--- src/rtl/core/sld_pkg.sv ---
`timescale 1ns / 1ps
// ============================================================================
// sld_pkg: shared types and constants of the packet deframer
// Sync byte, register codes, parser phases and the control structs that pass
// between the front parser and the drain side.
// ============================================================================
package sld_pkg;

	localparam int          MAX_PAYLOAD_DEF = 60;
	localparam logic [7:0]  SYNC_BYTE       = 8'hEE;
	localparam logic [15:0] TIMEOUT_RESET   = 16'd5000;

	// register index, taken from paddr[2]
	localparam logic        REG_TIMEOUT     = 1'b0;

	typedef enum logic [2:0] {
		PH_HUNT    = 3'd0,
		PH_CMD     = 3'd1,
		PH_LEN     = 3'd2,
		PH_PAYLOAD = 3'd3,
		PH_CHECK   = 3'd4
	} phase_t;

	// verified frame handed to the queue
	typedef struct packed {
		logic push;
		logic bank;
	} desc_ctl_t;

	// drain side has read the last byte of a bank
	typedef struct packed {
		logic release_bank;
		logic bank;
	} drain_ctl_t;

endpackage

--- src/rtl/core/sld_front.sv ---
`timescale 1ns / 1ps
// ============================================================================
// sld_front: frame parser
// Hunts for sync, tracks command, length, payload and checksum, keeps the
// running sum and tick timeout, writes frame bytes into one of two banks and
// posts a descriptor when the checksum matches.
// ============================================================================
module sld_front import sld_pkg::*; #(
	parameter  int MAX_PAYLOAD = MAX_PAYLOAD_DEF,
	localparam int DEPTH       = MAX_PAYLOAD + 4,
	localparam int IDX_W       = $clog2(DEPTH),
	localparam int FILL_W      = $clog2(DEPTH + 1),
	localparam int REM_W       = $clog2(MAX_PAYLOAD + 1)
) (
	input  logic              clk,
	input  logic              arst_n,
	input  logic [15:0]       timeout_ticks,
	input  logic              s_tvalid,
	output logic              s_tready,
	input  logic [7:0]        s_tdata,
	input  logic              s_tuser,
	output desc_ctl_t         desc,
	output logic [FILL_W-1:0] desc_len,
	input  drain_ctl_t        drain,
	output logic [1:0]        busy,
	output logic              mem_we,
	output logic [IDX_W:0]    mem_waddr,
	output logic [7:0]        mem_wdata
);

	phase_t            phase_q, phase_d;
	logic [REM_W-1:0]  rem_q, rem_d;
	logic [7:0]        sum_q, sum_d;
	logic [FILL_W-1:0] fill_q, fill_d, fill_base;
	logic [15:0]       elapsed_q, elapsed_d;
	logic              wr_bank_q;
	logic [1:0]        busy_q;
	logic              accept, is_byte, is_tick, store, push;

	assign s_tready = !busy_q[wr_bank_q];
	assign accept   = s_tvalid && s_tready;
	assign is_byte  = accept && !s_tuser;
	assign is_tick  = accept && s_tuser;

	always_ff @(posedge clk or negedge arst_n) begin
		if (!arst_n) begin
			phase_q <= PH_HUNT;
		end else begin
			phase_q <= phase_d;
		end
	end

	always_comb begin
		phase_d   = phase_q;
		rem_d     = rem_q;
		sum_d     = sum_q;
		elapsed_d = elapsed_q;
		fill_base = fill_q;
		store     = 1'b0;
		push      = 1'b0;
		if (is_tick && phase_q != PH_HUNT) begin
			elapsed_d = (elapsed_q != 16'hFFFF) ? elapsed_q + 16'd1 : elapsed_q;
			if (elapsed_d > timeout_ticks) begin
				phase_d = PH_HUNT;
			end
		end else if (is_byte) begin
			unique case (phase_q)
				PH_HUNT: begin
					if (s_tdata == SYNC_BYTE) begin
						fill_base = '0;
						store     = 1'b1;
						sum_d     = SYNC_BYTE;
						elapsed_d = '0;
						phase_d   = PH_CMD;
					end
				end
				PH_CMD: begin
					store   = 1'b1;
					sum_d   = sum_q + s_tdata;
					phase_d = PH_LEN;
				end
				PH_LEN: begin
					store = 1'b1;
					sum_d = sum_q + s_tdata;
					if (s_tdata > 8'(MAX_PAYLOAD)) begin
						phase_d = PH_HUNT;
					end else if (s_tdata == 8'd0) begin
						phase_d = PH_CHECK;
					end else begin
						rem_d   = s_tdata[REM_W-1:0];
						phase_d = PH_PAYLOAD;
					end
				end
				PH_PAYLOAD: begin
					store = 1'b1;
					sum_d = sum_q + s_tdata;
					rem_d = (rem_q != '0) ? rem_q - REM_W'(1) : rem_q;
					if (rem_q <= REM_W'(1)) begin
						phase_d = PH_CHECK;
					end
				end
				PH_CHECK: begin
					store   = 1'b1;
					push    = (sum_q == s_tdata);
					phase_d = PH_HUNT;
				end
				default: begin
					phase_d = PH_HUNT;
				end
			endcase
		end
	end

	assign mem_we    = store && (fill_base < FILL_W'(DEPTH));
	assign fill_d    = mem_we ? fill_base + FILL_W'(1) : fill_base;
	assign mem_waddr = {wr_bank_q, fill_base[IDX_W-1:0]};
	assign mem_wdata = s_tdata;

	assign desc.push = push;
	assign desc.bank = wr_bank_q;
	assign desc_len  = fill_d;
	assign busy      = busy_q;

	always_ff @(posedge clk or negedge arst_n) begin
		if (!arst_n) begin
			rem_q     <= '0;
			sum_q     <= '0;
			fill_q    <= '0;
			elapsed_q <= '0;
			wr_bank_q <= 1'b0;
			busy_q    <= '0;
		end else begin
			rem_q     <= rem_d;
			sum_q     <= sum_d;
			fill_q    <= fill_d;
			elapsed_q <= elapsed_d;
			if (push) begin
				wr_bank_q <= !wr_bank_q;
			end
			if (drain.release_bank) begin
				busy_q[drain.bank] <= 1'b0;
			end
			if (push) begin
				busy_q[wr_bank_q] <= 1'b1;
			end
		end
	end

endmodule

--- src/rtl/core/sld_desc_fifo.sv ---
`timescale 1ns / 1ps
// ============================================================================
// sld_desc_fifo: two-entry descriptor queue
// Holds bank and length of verified frames waiting for the drain side.
// ============================================================================
module sld_desc_fifo import sld_pkg::*; #(
	parameter int DW = 8
) (
	input  logic          clk,
	input  logic          arst_n,
	input  logic          push,
	input  logic [DW-1:0] push_data,
	input  logic          pop,
	output logic          not_empty,
	output logic          full,
	output logic [DW-1:0] head
);

	logic [DW-1:0] entry_q [2];
	logic          wr_ptr_q, rd_ptr_q;
	logic [1:0]    count_q;

	assign not_empty = (count_q != 2'd0);
	assign full      = (count_q == 2'd2);
	assign head      = entry_q[rd_ptr_q];

	always_ff @(posedge clk) begin
		if (push && !full) begin
			entry_q[wr_ptr_q] <= push_data;
		end
	end

	always_ff @(posedge clk or negedge arst_n) begin
		if (!arst_n) begin
			wr_ptr_q <= 1'b0;
			rd_ptr_q <= 1'b0;
			count_q  <= 2'd0;
		end else begin
			if (push && !full) begin
				wr_ptr_q <= !wr_ptr_q;
			end
			if (pop && not_empty) begin
				rd_ptr_q <= !rd_ptr_q;
			end
			unique case ({push && !full, pop && not_empty})
				2'b10:   count_q <= count_q + 2'd1;
				2'b01:   count_q <= count_q - 2'd1;
				default: count_q <= count_q;
			endcase
		end
	end

endmodule

--- src/rtl/core/sld_back.sv ---
`timescale 1ns / 1ps
// ============================================================================
// sld_back: frame store and drain
// Two-bank byte store written by the parser; replays a verified frame one
// byte per cycle while m_tready is high, through a registered read port
// that doubles as the output register.
// ============================================================================
module sld_back import sld_pkg::*; #(
	parameter  int MAX_PAYLOAD = MAX_PAYLOAD_DEF,
	localparam int DEPTH       = MAX_PAYLOAD + 4,
	localparam int IDX_W       = $clog2(DEPTH),
	localparam int FILL_W      = $clog2(DEPTH + 1)
) (
	input  logic              clk,
	input  logic              arst_n,
	input  logic              mem_we,
	input  logic [IDX_W:0]    mem_waddr,
	input  logic [7:0]        mem_wdata,
	input  logic              q_valid,
	input  logic              q_bank,
	input  logic [FILL_W-1:0] q_len,
	output logic              q_pop,
	output drain_ctl_t        drain,
	output logic              m_tvalid,
	input  logic              m_tready,
	output logic [7:0]        m_tdata,
	output logic              m_tlast
);

	logic [7:0]        mem_q [2**(IDX_W+1)];
	logic [7:0]        rd_data_q;
	logic              last_q, out_valid_q;
	logic              active_q, bank_q;
	logic [FILL_W-1:0] len_q, idx_q;
	logic              rd_en, rd_last;

	assign q_pop   = !active_q && q_valid;
	assign rd_en   = active_q && (!out_valid_q || m_tready);
	assign rd_last = (FILL_W'(idx_q + FILL_W'(1)) == len_q);

	assign drain.release_bank = rd_en && rd_last;
	assign drain.bank         = bank_q;

	always_ff @(posedge clk) begin
		if (mem_we) begin
			mem_q[mem_waddr] <= mem_wdata;
		end
		if (rd_en) begin
			rd_data_q <= mem_q[{bank_q, idx_q[IDX_W-1:0]}];
			last_q    <= rd_last;
		end
	end

	always_ff @(posedge clk or negedge arst_n) begin
		if (!arst_n) begin
			active_q    <= 1'b0;
			bank_q      <= 1'b0;
			len_q       <= '0;
			idx_q       <= '0;
			out_valid_q <= 1'b0;
		end else begin
			if (q_pop) begin
				active_q <= 1'b1;
				bank_q   <= q_bank;
				len_q    <= q_len;
				idx_q    <= '0;
			end else if (rd_en) begin
				idx_q <= idx_q + FILL_W'(1);
				if (rd_last) begin
					active_q <= 1'b0;
				end
			end
			if (rd_en) begin
				out_valid_q <= 1'b1;
			end else if (m_tready) begin
				out_valid_q <= 1'b0;
			end
		end
	end

	assign m_tvalid = out_valid_q;
	assign m_tdata  = rd_data_q;
	assign m_tlast  = last_q;

endmodule

--- src/rtl/core/sync_length_sum_packet_deframer.sv ---
`timescale 1ns / 1ps
// ============================================================================
// sync_length_sum_packet_deframer: sync / length / sum-8 packet deframer
// Parses sync, command, length, payload and checksum bytes from a word
// stream with tick events, and forwards each verified frame whole.
// ============================================================================
//
//  channel | dir | handshake         | payload
//  --------+-----+-------------------+-----------------------------------------
//  s_*     | in  | s_tvalid/s_tready | tdata: data_byte; tuser: req_type
//  m_*     | out | m_tvalid/m_tready | tdata: packet_byte; tlast: last_byte
//  apb     | in  | psel/penable      | reg 0 @ 0x0: timeout_ticks[15:0]
//
//  Input: one word per cycle while s_tready is high; the parser finishes
//  each word in the cycle it is taken. Output: one frame byte per cycle
//  while m_tready is high, set by the single read port of the frame store.
//  A frame is 4 to MAX_PAYLOAD+4 bytes; after its checksum word its first
//  byte passes the queue, drain start and read port. Two banks: s_tready
//  drops only when a frame is verified while the other bank still drains.
//  Reset: asynchronous, active low; no clearing pass, store contents are
//  only read where written during the same frame.
//  Either side may stall freely; m_* holds its word while m_tready is low.
//
module sync_length_sum_packet_deframer import sld_pkg::*; #(
	parameter int MAX_PAYLOAD = MAX_PAYLOAD_DEF
) (
	input  logic        clk,
	input  logic        arst_n,
	// APB configuration port
	input  logic        psel,
	input  logic        penable,
	input  logic        pwrite,
	input  logic [2:0]  paddr,
	input  logic [31:0] pwdata,
	output logic [31:0] prdata,
	output logic        pready,
	// input stream
	input  logic        s_tvalid,
	output logic        s_tready,
	input  logic [7:0]  s_tdata,   // [7:0] data_byte
	input  logic        s_tuser,   // [0] req_type: 0 byte, 1 tick
	// output stream
	output logic        m_tvalid,
	input  logic        m_tready,
	output logic [7:0]  m_tdata,   // [7:0] packet_byte
	output logic        m_tlast    // last_byte
);

	localparam int DEPTH  = MAX_PAYLOAD + 4;
	localparam int IDX_W  = $clog2(DEPTH);
	localparam int FILL_W = $clog2(DEPTH + 1);

	logic [15:0]       timeout_q;
	desc_ctl_t         desc;
	drain_ctl_t        drain;
	logic [FILL_W-1:0] desc_len, q_len;
	logic [1:0]        busy;
	logic              mem_we;
	logic [IDX_W:0]    mem_waddr;
	logic [7:0]        mem_wdata;
	logic              q_valid, q_full, q_pop, q_bank;

	// ---- configuration register -------------------------------------------
	assign pready = 1'b1;

	always_ff @(posedge clk or negedge arst_n) begin
		if (!arst_n) begin
			timeout_q <= TIMEOUT_RESET;
		end else if (psel && penable && pwrite && pready && paddr[2] == REG_TIMEOUT) begin
			timeout_q <= pwdata[15:0];
		end
	end

	assign prdata = (paddr[2] == REG_TIMEOUT) ? {16'd0, timeout_q} : 32'd0;

	// ---- front: parser and store writer -----------------------------------
	sld_front #(.MAX_PAYLOAD(MAX_PAYLOAD)) u_front (
		.clk           (clk),
		.arst_n        (arst_n),
		.timeout_ticks (timeout_q),
		.s_tvalid      (s_tvalid),
		.s_tready      (s_tready),
		.s_tdata       (s_tdata),
		.s_tuser       (s_tuser),
		.desc          (desc),
		.desc_len      (desc_len),
		.drain         (drain),
		.busy          (busy),
		.mem_we        (mem_we),
		.mem_waddr     (mem_waddr),
		.mem_wdata     (mem_wdata)
	);

	// ---- queue of verified frames (bank, length) --------------------------
	sld_desc_fifo #(.DW(FILL_W + 1)) u_queue (
		.clk       (clk),
		.arst_n    (arst_n),
		.push      (desc.push),
		.push_data ({desc.bank, desc_len}),
		.pop       (q_pop),
		.not_empty (q_valid),
		.full      (q_full),
		.head      ({q_bank, q_len})
	);

	// ---- back: store and drain --------------------------------------------
	sld_back #(.MAX_PAYLOAD(MAX_PAYLOAD)) u_back (
		.clk       (clk),
		.arst_n    (arst_n),
		.mem_we    (mem_we),
		.mem_waddr (mem_waddr),
		.mem_wdata (mem_wdata),
		.q_valid   (q_valid),
		.q_bank    (q_bank),
		.q_len     (q_len),
		.q_pop     (q_pop),
		.drain     (drain),
		.m_tvalid  (m_tvalid),
		.m_tready  (m_tready),
		.m_tdata   (m_tdata),
		.m_tlast   (m_tlast)
	);

	// ---- assertions -------------------------------------------------------
	// a frame is only committed into a bank that is not still draining
	a_push_free_bank: assert property (@(posedge clk) disable iff (!arst_n)
		desc.push |-> !busy[desc.bank])
		else $error("frame committed into a busy bank");

	// two busy banks bound the queue, so a push never meets a full queue
	a_queue_no_overflow: assert property (@(posedge clk) disable iff (!arst_n)
		desc.push |-> !q_full)
		else $error("descriptor queue overflow");

	// drain releases only a bank that was committed, and frees it next cycle
	a_release_busy: assert property (@(posedge clk) disable iff (!arst_n)
		drain.release_bank |-> busy[drain.bank] ##1 !busy[$past(drain.bank)])
		else $error("bank release mismatch");

endmodule

--- config.mk ---
export PLATFORM = sky130hd
export DESIGN_NAME = sync_length_sum_packet_deframer
export DESIGN_NICKNAME = d
export VERILOG_FILES = /design/src/rtl/core/sld_pkg.sv /design/src/rtl/core/sld_front.sv /design/src/rtl/core/sld_desc_fifo.sv /design/src/rtl/core/sld_back.sv /design/src/rtl/core/sync_length_sum_packet_deframer.sv
export SDC_FILE = /design/constraint.sdc
export NUM_CORES = 1
export LEC_CHECK = 0
export BUFFER_PORTS_ARGS = -buffer_cell sky130_fd_sc_hd__buf_2
export CAP_MARGIN = 20
export CORE_MARGIN = 2
export CORE_UTILIZATION = 45
export DETAILED_ROUTE_END_ITERATION = 10
export SETUP_SLACK_MARGIN = 0.5
export SYNTH_ARGS = -nofsm -noshare
export SYNTH_HDL_FRONTEND = slang
export SYNTH_SLANG_ARGS = --single-unit
--- constraint.sdc ---
create_clock -name clk -period 3.4 [get_ports clk]
set_clock_uncertainty 0.2 [all_clocks]
set_input_delay 0.17 -clock clk [delete_from_list [all_inputs] [get_ports clk]]
set_output_delay 0.17 -clock clk [all_outputs]
set_load 0.1 [all_outputs]
Word level (Yosys, flattened, before mapping):

Memories as Yosys holds them, arrays and structs flattened. A register that Yosys moved wholly into a read port is not among the register bits.
Index checks and enable logic that the tools add are counted.

* bits in registers: 73
* latch bits: 0
* RAM bits: 1040
* bits in read-only memories: 0
* input port bits: 51
* output and inout bits: 44
* logic and storage cells: 153
* memories kept: 2

Memory list
* u_back.mem_q: words 128, width 8, read ports 1, clocked after memory_dff 1, wr ports 1, RTL line sld_back.sv:30 `logic [7:0] mem_q [2**(IDX_W+1)];`
* u_queue.entry_q: words 2, width 8, read ports 1, clocked after memory_dff 1, wr ports 1, RTL line sld_desc_fifo.sv:19 `logic [DW-1:0] entry_q [2];`

* add/subtract/negate cells: 7
* multipliers: 0
* div/mod/pow operators: 0
* order comparisons: 8
* equality and inequality tests: 18
* shifts and indexed selects: 0
* mux-type cells: 52
* bitwise operators: 5
* reduce and logical (&&, ||, !) cells: 46

Operators with widths (count)
* $mux W16: 6
* $mux W7: 7
* $mux W3: 7
* $reduce_bool A2 Y1: 10
* $mux W1: 19
* $mux W6: 3
* $add A16 B1 Y16 const B: 1
* $gt A16 B16 Y1: 1
* $ne A16 B16 Y1 const B: 1
* $pmux W8 S2: 1
* $logic_and A1 B1 Y1: 15
* $add A7 B1 Y7 const B: 2
* $pmux W3 S4: 1
* $pmux W6 S2: 1
* $logic_not A1 Y1: 9
* $add A8 B8 Y8: 1
* $eq A8 B8 Y1: 1
* $eq A8 B8 Y1 const B: 1
* $gt A8 B6 Y1 const B: 1
* $logic_not A8 Y1: 1
* $mux W8: 1
* $reduce_and A4 Y1: 2
* $eq A7 B7 Y1: 1
* $lt A7 B7 Y1 const B: 1
* 31 further kinds: 42

Logic depth before layout (Yosys ltp):

Gate-level depths: netlist of run 1.

* word-level depth: 11
* gate-level depth with buffers: 14
* depth with buffers taken out: 13

Modules after synthesis:

A second synthesis of run 1 with hierarchy kept.

* cell total of the unflattened synthesis: 2579
* area, all modules: 46131.7 um2

By module, submodules not included
* sld_back: instances 1, cells each 2063, area an instance 40963.0 um2, sequential area each 31445.2 um2
* sld_front: instances 1, cells each 403, area an instance 3488.3 um2, sequential area each 1076.0 um2
* sync_length_sum_packet_deframer: instances 1, cells each 70, area an instance 905.9 um2, sequential area each 406.6 um2
* sld_desc_fifo: instances 1, cells each 43, area an instance 774.5 um2, sequential area each 580.6 um2

Worst setup path before layout of run 1:

Ideal clock, no wire load.

* kind: register -> register
* from: register u_front.elapsed_q[0]
* to: register u_front.phase_q[0]
* library setup time: 0.125 ns
* arrival: 2.989 ns
* data required time: 3.075 ns
* path slack: 0.087 ns
* cell stages (with the launch flop): 14
* path buffers: 2
* clock period less this slack: 3.313 ns
* cells stage by stage: dfrtp_1 ha_1 and3_1 clkbuf_1 nand2_1 clkbuf_1 a31oi_1 ha_1 nand3_1 nor4_1 o31ai_1 o2111a_1 nor2_1 mux2_2

* word-level cells in the longest chain between the ends: 5
* elaborated cells on any way between the ends: 6
* classes of those cells: add/sub (1); order compare (1); eq/ne (2); mux (1); reduce/logical (1)

RTL lines
* from (decl): RTL line sld_front.sv:35 `logic [15:0] elapsed_q, elapsed_d;`
* from (signal assigned): RTL line sld_front.sv:136 `elapsed_q <= elapsed_d;`
* $add A16 B1 Y16 or $ne A16 B16 Y1 (tied branches): RTL line sld_front.sv:62 `elapsed_d = (elapsed_q != 16'hFFFF) ? elapsed_q + 16'd1 : elapsed_q;`
* $mux W16 (*): RTL line sld_front.sv:62
* $gt A16 B16 Y1 (*): RTL line sld_front.sv:63 `if (elapsed_d > timeout_ticks) begin`
* $ne A2 B2 Y1 (no source line) (*)
* $reduce_and A4 Y1 (no source line) (*)
* to (signal assigned): RTL line sld_front.sv:49 `phase_q <= phase_d;`
* to (decl): RTL line sld_front.sv:31 `phase_t phase_q, phase_d;`

Mark *: on every way between the ends. The rest lies on a longest branch, timed or not.
A chain may end at the register's enable or synchronous reset.

Worst setup path after layout of run 1:

* from: register u_front.elapsed_q[2]
* to: register u_front.phase_q[2]

The elaborated chain is that of the path after synthesis.

==> metrics.txt, run 1 <==
status=finished, final reports clean; Hold EP=timeout_q[13]$_DFFE_PN0P_; Max Root-Sink Buffers=3; met1 wire length=47700 um; Detailed Route WL=110000 um; Die ar.=0.104 mm^2; Die Y=322 um; Cell Count, Final, Fillers Out=4267; Leak=0.0180 uW; Reg2Reg Depth=13; Switch Pwr=10500 uW; Hold WC Path Type=primary input to flip-flop; Tot Pwr=36400 uW; Die X=322 um; fin crit period=3.22 ns; worst r2r dst=u_front.phase_q[2]$_DFFE_PN0P_; hold wc startpoint=pwdata[13]; CP Max Fanout=5; CTS tree=yes; Gate power share=0.238; most common cell after layout, fill and taps aside=edfxtp_1; via-per-instance ratio=5.72; clock root buffer=clkbuf_16; Slew @ Worst Pin=1.04 ns; Period Utilization, post-route=0.948; synth warn=0; pin count of the biggest net entering global routing=130; area delta synth->final=19.8%; Unique masters post-synth=72; clock sink count=1129; Netlist Area Pre-Place=0.0456 mm^2; Row Count=116; I/O pin count=95; met3 WL post-DR=7170 um; FF-to-FF Start=u_front.elapsed_q[2]$_DFFE_PN0P_; Sequential Power Share=0.433; fmax=310 MHz; placed cells=3952; register area=0.0335 mm^2; Mapped Cells=2486; most frequent cells in the layout=edfxtp_1, buf_4, mux4_2; multi-input logic area=0.0125 mm^2; critical path capture point type=flip-flop; Residual DRC=0; met2 wire len=52500 um; share of cells above drive strength 1=0.335; top post-synthesis cells by area=edfxtp_1, mux4_2, dfrtp_1; Max-Cap Viols=0; Initial Util=0.454; DR iter-0 viols=2534; Arrival @ worst endpoint=3.60 ns; Slew Limit Headroom=0.304; post-route ant nets=0; H-tree depth=3; RSZ-0062 raised after global routing=yes; gr usage total=0.213; Avg Inst Size Synth=18.3 um^2; top_reg_cell synth=edfxtp_1; Placed Area=0.0491 mm^2; DP HPWL=67900 um; switch share=0.289; fin area=0.0546 mm^2; EDFF count, synth=1049; Pre-antenna DRT Iters=5; initial antenna violation count=2; vias in the first global route=24800; first-pass GRT wire length=162000 um; later-pin clock latency in the skew report=0.70 ns; core area=0.100 mm^2; P_int=25900 uW; clock power share=0.329; total vias in the final route=24400; crit path launch type=flip-flop; register-to-register setup slack=0.18 ns; CTS buffer count=114; Hold Path Cell Cnt=3; Seq/Total Area, Yosys=0.735; Final Max Slew Viols=0; Synth area leader=edfxtp_1; Crit path required time=3.77 ns; Peak supply drop=0.538 mV; Final nets=2893; number of I/O port buffers=59; gp weighted congestion=0.830; Top Metal Used=met5; filler instances=7738; Synth async-reset ratio=0.0709; PwrDens=668 mW/mm^2; setup violators final=0; Synth top area share=0.691; CP Class=flip-flop to flip-flop; wire per inst=25.7 um; Reg clk slew, reported paths=0.06 ns; Seq cells post-synth=1129; post-route setup TNS=0 ns; grt ovf=0; final hold violation count=0
layer usage:
metal / up-vias / GRT usage
met2: 874 / 0.340
met3: 131 / 0.0384
met4: 2 / 0.0536
met5: - / 0
met1: 12700 / 0.304
li1: 10700 / -
how the worst max path moves through the flow:
stage / startpoint / endpoint / slack [ns] / depth (start not counted)
after floorplan: u_front.wr_bank_q$_DFFE_PN0P_ / u_back.mem_q[65][0]$_DFFE_PP_ / 0.27 / 6
after global placement: u_front.elapsed_q[4]$_DFFE_PN0P_ / u_front.phase_q[0]$_DFFE_PN0P_ / 0.07 / 13
after detailed placement: u_back.idx_q[0]$_DFFE_PN0P_ / u_back.m_tdata[7]$_DFFE_PP_ / 0.03 / 7
after CTS: u_front.elapsed_q[2]$_DFFE_PN0P_ / u_front.phase_q[2]$_DFFE_PN0P_ / 0.27 / 13
after global routing: u_front.elapsed_q[1]$_DFFE_PN0P_ / u_front.phase_q[0]$_DFFE_PN0P_ / 0.11 / 13
final: u_front.elapsed_q[2]$_DFFE_PN0P_ / u_front.phase_q[2]$_DFFE_PN0P_ / 0.18 / 13
flip-flops by register name, indices dropped and copies added, names as in the netlist, 2 cells and up:
signal             cells
u_front.busy           2
u_queue.count_q        2
timeout_q             16
u_back.m_tdata         8
u_back.len_q           7
u_queue.entry_q       16
u_front.elapsed_q     16
u_front.fill_q         7
u_back.mem_q        1024
u_front.phase_q        3
u_back.idx_q           7
u_front.sum_q          8
u_front.rem_q          6
critical path, cell delays in order, from the launching register on:
cell,delay (ns)
dfrtp_1,0.36
and3_4,0.20
nand4_1,0.14
buf_4,0.18
a21oi_4,0.18
nand2_2,0.11
xnor2_2,0.22
ha_1,0.29
a21oi_1,0.16
o21ai_1,0.11
a221oi_2,0.29
o2111a_2,0.31
nor2_4,0.05
mux2_4,0.30
through the flow:
step	utilization	setup WS, ns	hold WS, ns
after floorplan	-	0.272	-0.326
after global placement	0.490	0.0732	0.201
after detailed placement	0.490	0.0328	0.206
after CTS	0.539	0.273	0.00454
after global routing	0.544	0.109	0.0343
final	0.544	0.177	0.0443
power by group through the flow:
stage	combinational, uW	sequential, uW	clock (uW)
global placement	7540	16100	0
CTS	8400	15800	12200
detailed placement	7630	16100	0
finish	8670	15800	12000
floorplan	4730	16300	0
global route	9150	15800	12800
synthesized netlist by cell type (6+ instances only):
cell type	number
a21o_1	7
mux2_2	86
ha_1	29
clkbuf_1	62
buf_2	39
nand2_1	60
nor2_1	206
edfxtp_1	1049
a221oi_2	8
buf_1	8
o21ai_0	65
xnor2_1	25
a21oi_1	43
nor3_1	18
and3_1	11
o31ai_1	7
nand2b_1	9
o221ai_1	24
mux4_2	192
or2_2	6
or3_1	6
inv_1	38
mux2i_1	72
nor2b_1	11
o21ai_1	10
a221o_1	16
nor3_2	9
a22oi_1	82
a221oi_1	9
buf_6	15
buf_4	25
xor2_1	12
a31oi_1	10
dfrtp_1	75
a22o_1	20
o22ai_1	27
nand4_1	11
nand3_1	25
layout make-up:
class                      instances  share of cell area
clock buffer                     150              0.0557
multi-input combinational       1183               0.228
sequential                      1129               0.614
tap                             1357              0.0311
timing repair buffer             345              0.0585
antenna                            1           0.0000458
inverter                          39             0.00268
clock inverter                    63             0.00972
kinds of logic (layout without fill, tap and decap cells):
family / after synthesis / count (layout) / synth area share
DFF: 1129 / 1129 / 0.735
muxes: 351 / 351 / 0.132
other: 2 / 18 / 0.000165
AOI/OAI and AO/OA: 346 / 346 / 0.0534
buffers and inverters: 189 / 597 / 0.0214
and+or+nand+nor: 401 / 401 / 0.0413
xor gates and xnor gates: 38 / 38 / 0.00761
adders and majority gates: 30 / 30 / 0.00840
timing repair:
action | in CTS | in global routing
setup endpoints to repair | 304 | 646
pin swaps | 37 | 42
buffers inserted | 49 | 13
resized for setup | 108 | 60
gates cloned | 6 | 2
hold buffers | 29 | 1
endpoints found under the hold margin | 424 | 35
Power figures use the tool's default switching activity.
==> run 2, diff against run 1 <==
Settings changed: ABC_AREA set to 1, CTS_BUF_LIST set to sky130_fd_sc_hd__clkbuf_4.
==> run 2 against run 1 <==
- design area increased by 2.2%
- non-clock buffer count increased by 46
- clock-buffer cell count increased by 286
- final cell count increased by 48%
- hold slack improved by 0.095 ns
- die area increased by 4.7%
- maximum frequency increased by 13%
- sequential share of layout area decreased by 1.3 points
- combinational power increased by 76%
- via count increased by 39%
==> metrics.txt, run 2 <==
Synth top area share=0.660 (was 0.691); most common cell after layout, fill and taps aside=nand2_1 (was edfxtp_1); first-pass GRT wire length=196000 um (was 162000 um); Residual DRC=0 (unchanged); Die ar.=0.109 mm^2 (was 0.104 mm^2); gp weighted congestion=0.843 (was 0.830); Die Y=330 um (was 322 um); Initial Util=0.453 (was 0.454); total vias in the final route=33900 (was 24400); fmax=349 MHz (was 310 MHz); I/O pin count=95 (unchanged); EDFF count, synth=1049 (unchanged); DR iter-0 viols=3306 (was 2534); Tot Pwr=42900 uW (was 36400 uW); CP max-delay cell=dfrtp_1 (unchanged); most frequent cells in the layout=nand2_1, edfxtp_1, nand3_1 (was edfxtp_1, buf_4, mux4_2); Post-synth top cells=nand2_1, edfxtp_1, nand3_1, nor2_1, inv_1 (was edfxtp_1, nor2_1, mux4_2, mux2_2, a22oi_1); Seq cells post-synth=1129 (unchanged); Slew @ Worst Pin=0.897 ns (was 1.04 ns); CP Max Fanout=4 (was 5); clock root buffer=clkbuf_4 (was clkbuf_16); Crit path required time=4.20 ns (was 3.77 ns); vias in the first global route=32900 (was 24800); Avg Inst Size Synth=11.1 um^2 (was 18.3 um^2); CP delay by family, top=simple AND/OR/NAND/NOR gates (was compound AO/OA/AOI/OAI gates); most numerous cell in the Yosys netlist=nand2_1 (was edfxtp_1); Unique masters post-synth=51 (was 72); pin count of the biggest net entering global routing=130 (unchanged); Max Root-Sink Buffers=4 (was 3); Synth async-reset ratio=0.0709 (unchanged); post-route ant nets=0 (unchanged); grt ovf=0 (unchanged); Period Utilization, post-route=0.842 (was 0.948); initial antenna violation count=1 (was 2); setup violators final=0 (unchanged); via-per-instance ratio=5.36 (was 5.72); Max-Cap Viols=0 (unchanged); crit path launch type=flip-flop (unchanged); final hold violation count=0 (unchanged); CP Class=flip-flop to flip-flop (unchanged); Mapped Cells=4297 (was 2486); CP Cell Sequence=buf_4, nand3_2, nor2_4, nand2_1, nor4_2, nand3_1, and2_1, ha_4, nand4_1, nor2_1, nand2_1, nand2_1, nand2_2, nand2_2, nand2_2, nand2_2, nand2_1 (was and3_4, nand4_1, buf_4, a21oi_4, nand2_2, xnor2_2, ha_1, a21oi_1, o21ai_1, a221oi_2, o2111a_2, nor2_4, mux2_4); Pre-antenna DRT Iters=6 (was 5); H-tree depth=5 (was 3); Row Count=119 (was 116); Slew Limit Headroom=0.402 (was 0.304); fin crit period=2.86 ns (was 3.22 ns); gr usage total=0.239 (was 0.213); Netlist Area Pre-Place=0.0477 mm^2 (was 0.0456 mm^2); DP HPWL=72200 um (was 67900 um); later-pin clock latency in the skew report=1.20 ns (was 0.70 ns); RSZ-0062 raised after global routing=yes (unchanged); clock sink count=1129 (unchanged); Reg clk slew, reported paths=0.06 ns (about the same); Final nets=4833 (was 2893); Seq/Total Area, Yosys=0.702 (was 0.735); Peak supply drop=0.956 mV (was 0.538 mV); number of flip-flops in the largest register=1024 (unchanged); share of cells above drive strength 1=0.173 (was 0.335); Final Max Slew Viols=0 (unchanged); number of I/O port buffers=59 (unchanged); Detailed Route WL=130000 um (was 110000 um); Leak=0.0214 uW (was 0.0180 uW); critical path capture point type=flip-flop (unchanged); synth warn=0 (unchanged); top_reg_cell synth=edfxtp_1 (unchanged); top post-synthesis cells by area=edfxtp_1, nand2_1, nand3_1 (was edfxtp_1, mux4_2, dfrtp_1); Arrival @ worst endpoint=3.67 ns (was 3.60 ns); CTS buffer count=310 (was 114); area delta synth->final=16.9% (was 19.8%); PwrDens=769 mW/mm^2 (was 668 mW/mm^2); Max stage delay on crit path=0.38 ns (was 0.36 ns); Synth area leader=edfxtp_1 (unchanged); Biggest register=u_back.mem_q (unchanged); status=finished, final reports clean (unchanged); filler instances=9143 (was 7738); post-route setup TNS=0 ns (unchanged); Die X=330 um (was 322 um); CTS tree=yes (unchanged); CP Buf/Inv Count=1 (unchanged); Hold WC Path Type=primary input to flip-flop (unchanged); core area=0.105 mm^2 (was 0.100 mm^2); wire per inst=20.6 um (was 25.7 um)
==> run 2: final timing paths <==
path | to | from | slack (ns) | depth (start not counted)
worst min-delay path | u_back.mem_q[109][5]$_DFFE_PP_ | s_tdata[5] | 0.14 | 3
worst max register to register | u_front.phase_q[2]$_DFFE_PN0P_ | u_front.elapsed_q[0]$_DFFE_PN0P_ | 0.54 | 17
min in group asynchronous | u_back.idx_q[0]$_DFFE_PN0P_ | arst_n | 0.46 | 5
worst min register to register | u_front.phase_q[1]$_DFFE_PN0P_ | u_front.phase_q[1]$_DFFE_PN0P_ | 0.28 | 2
worst max-delay path | u_front.phase_q[2]$_DFFE_PN0P_ | u_front.elapsed_q[0]$_DFFE_PN0P_ | 0.54 | 17
max in group asynchronous | u_front.fill_q[4]$_DFF_PN0_ | arst_n | 1.85 | 6
==> run 2: worst reg2reg max path: stages, from the launching register on <==
cell     delay (ns)
dfrtp_1        0.38
buf_4          0.13
nand3_2        0.12
nor2_4         0.14
nand2_1        0.09
nor4_2         0.29
nand3_1        0.14
and2_1         0.21
ha_4           0.29
nand4_1        0.13
nor2_1         0.15
nand2_1        0.07
nand2_1        0.08
nand2_2        0.06
nand2_2        0.09
nand2_2        0.08
nand2_2        0.07
nand2_1        0.05
==> run 2: repair_timing <==
item                                   in CTS  in global routing
pin swaps                                   2                 16
hold buffers                               96                  3
buffers inserted                           11                 19
resized for setup                          16                 60
setup endpoints to repair                 209                564
gates cloned                                0                  5
endpoints found under the hold margin    1172                 20
==> run 2: stage by stage <==
stage / worst slack (ns) / hold slack (ns) / utilization / instances / instance area (um^2)
2_1_floorplan: 0.694 / -0.326 / - / 4312 / 47800
3_3_place_gp: 0.331 / 0.136 / 0.481 / 5700 / 50600
3_5_place_dp: 0.331 / 0.141 / 0.481 / 5701 / 50600
4_1_cts: 0.369 / 0.0212 / 0.526 / 6301 / 55300
5_1_grt: 0.386 / 0.0861 / 0.530 / 6326 / 55800
6_report: 0.536 / 0.140 / 0.530 / 6326 / 55800
==> run 2: metal layers <==
metal / track usage / vias up / share of wire
li1: - / 16000 / -
met2: 0.377 / 1420 / 0.47
met5: 0 / - / 0
met1: 0.325 / 16300 / 0.42
met3: 0.0506 / 211 / 0.081
met4: 0.0919 / 0 / 0.028
==> run 2: cell families after synthesis <==
logic type | Yosys count | synth area share
simple gates | 2635 | 0.239
xor+xnor | 26 | 0.00477
other cells | 2 | 0.000157
compound gates | 97 | 0.0114
flops | 1129 | 0.702
buf+inv | 378 | 0.0345
fa+ha+maj | 30 | 0.00802
==> run 2: report_power, final <==
| group | switching, uW | internal [uW] | leakage (uW) |
|---|---|---|---|
| Clock | 5360 | 6060 | 0.00217 |
| Combinational | 10900 | 4420 | 0.00883 |
| Sequential | 483 | 15700 | 0.0104 |
==> run 2: layout make-up <==
| class | instances | area, um^2 | share of cell area |
|---|---|---|---|
| Timing Repair inverter | 1 | 5.00 | 0.0000897 |
| Antenna cell | 2 | 5.00 | 0.0000897 |
| Inverter | 114 | 462 | 0.00827 |
| Sequential cell | 1129 | 33500 | 0.601 |
| Clock inverter | 57 | 299 | 0.00536 |
| Multi-Input combinational cell | 2805 | 12800 | 0.230 |
| Clock buffer | 436 | 3270 | 0.0587 |
| Timing Repair Buffer | 391 | 3650 | 0.0654 |
| Tap cell | 1391 | 1740 | 0.0312 |
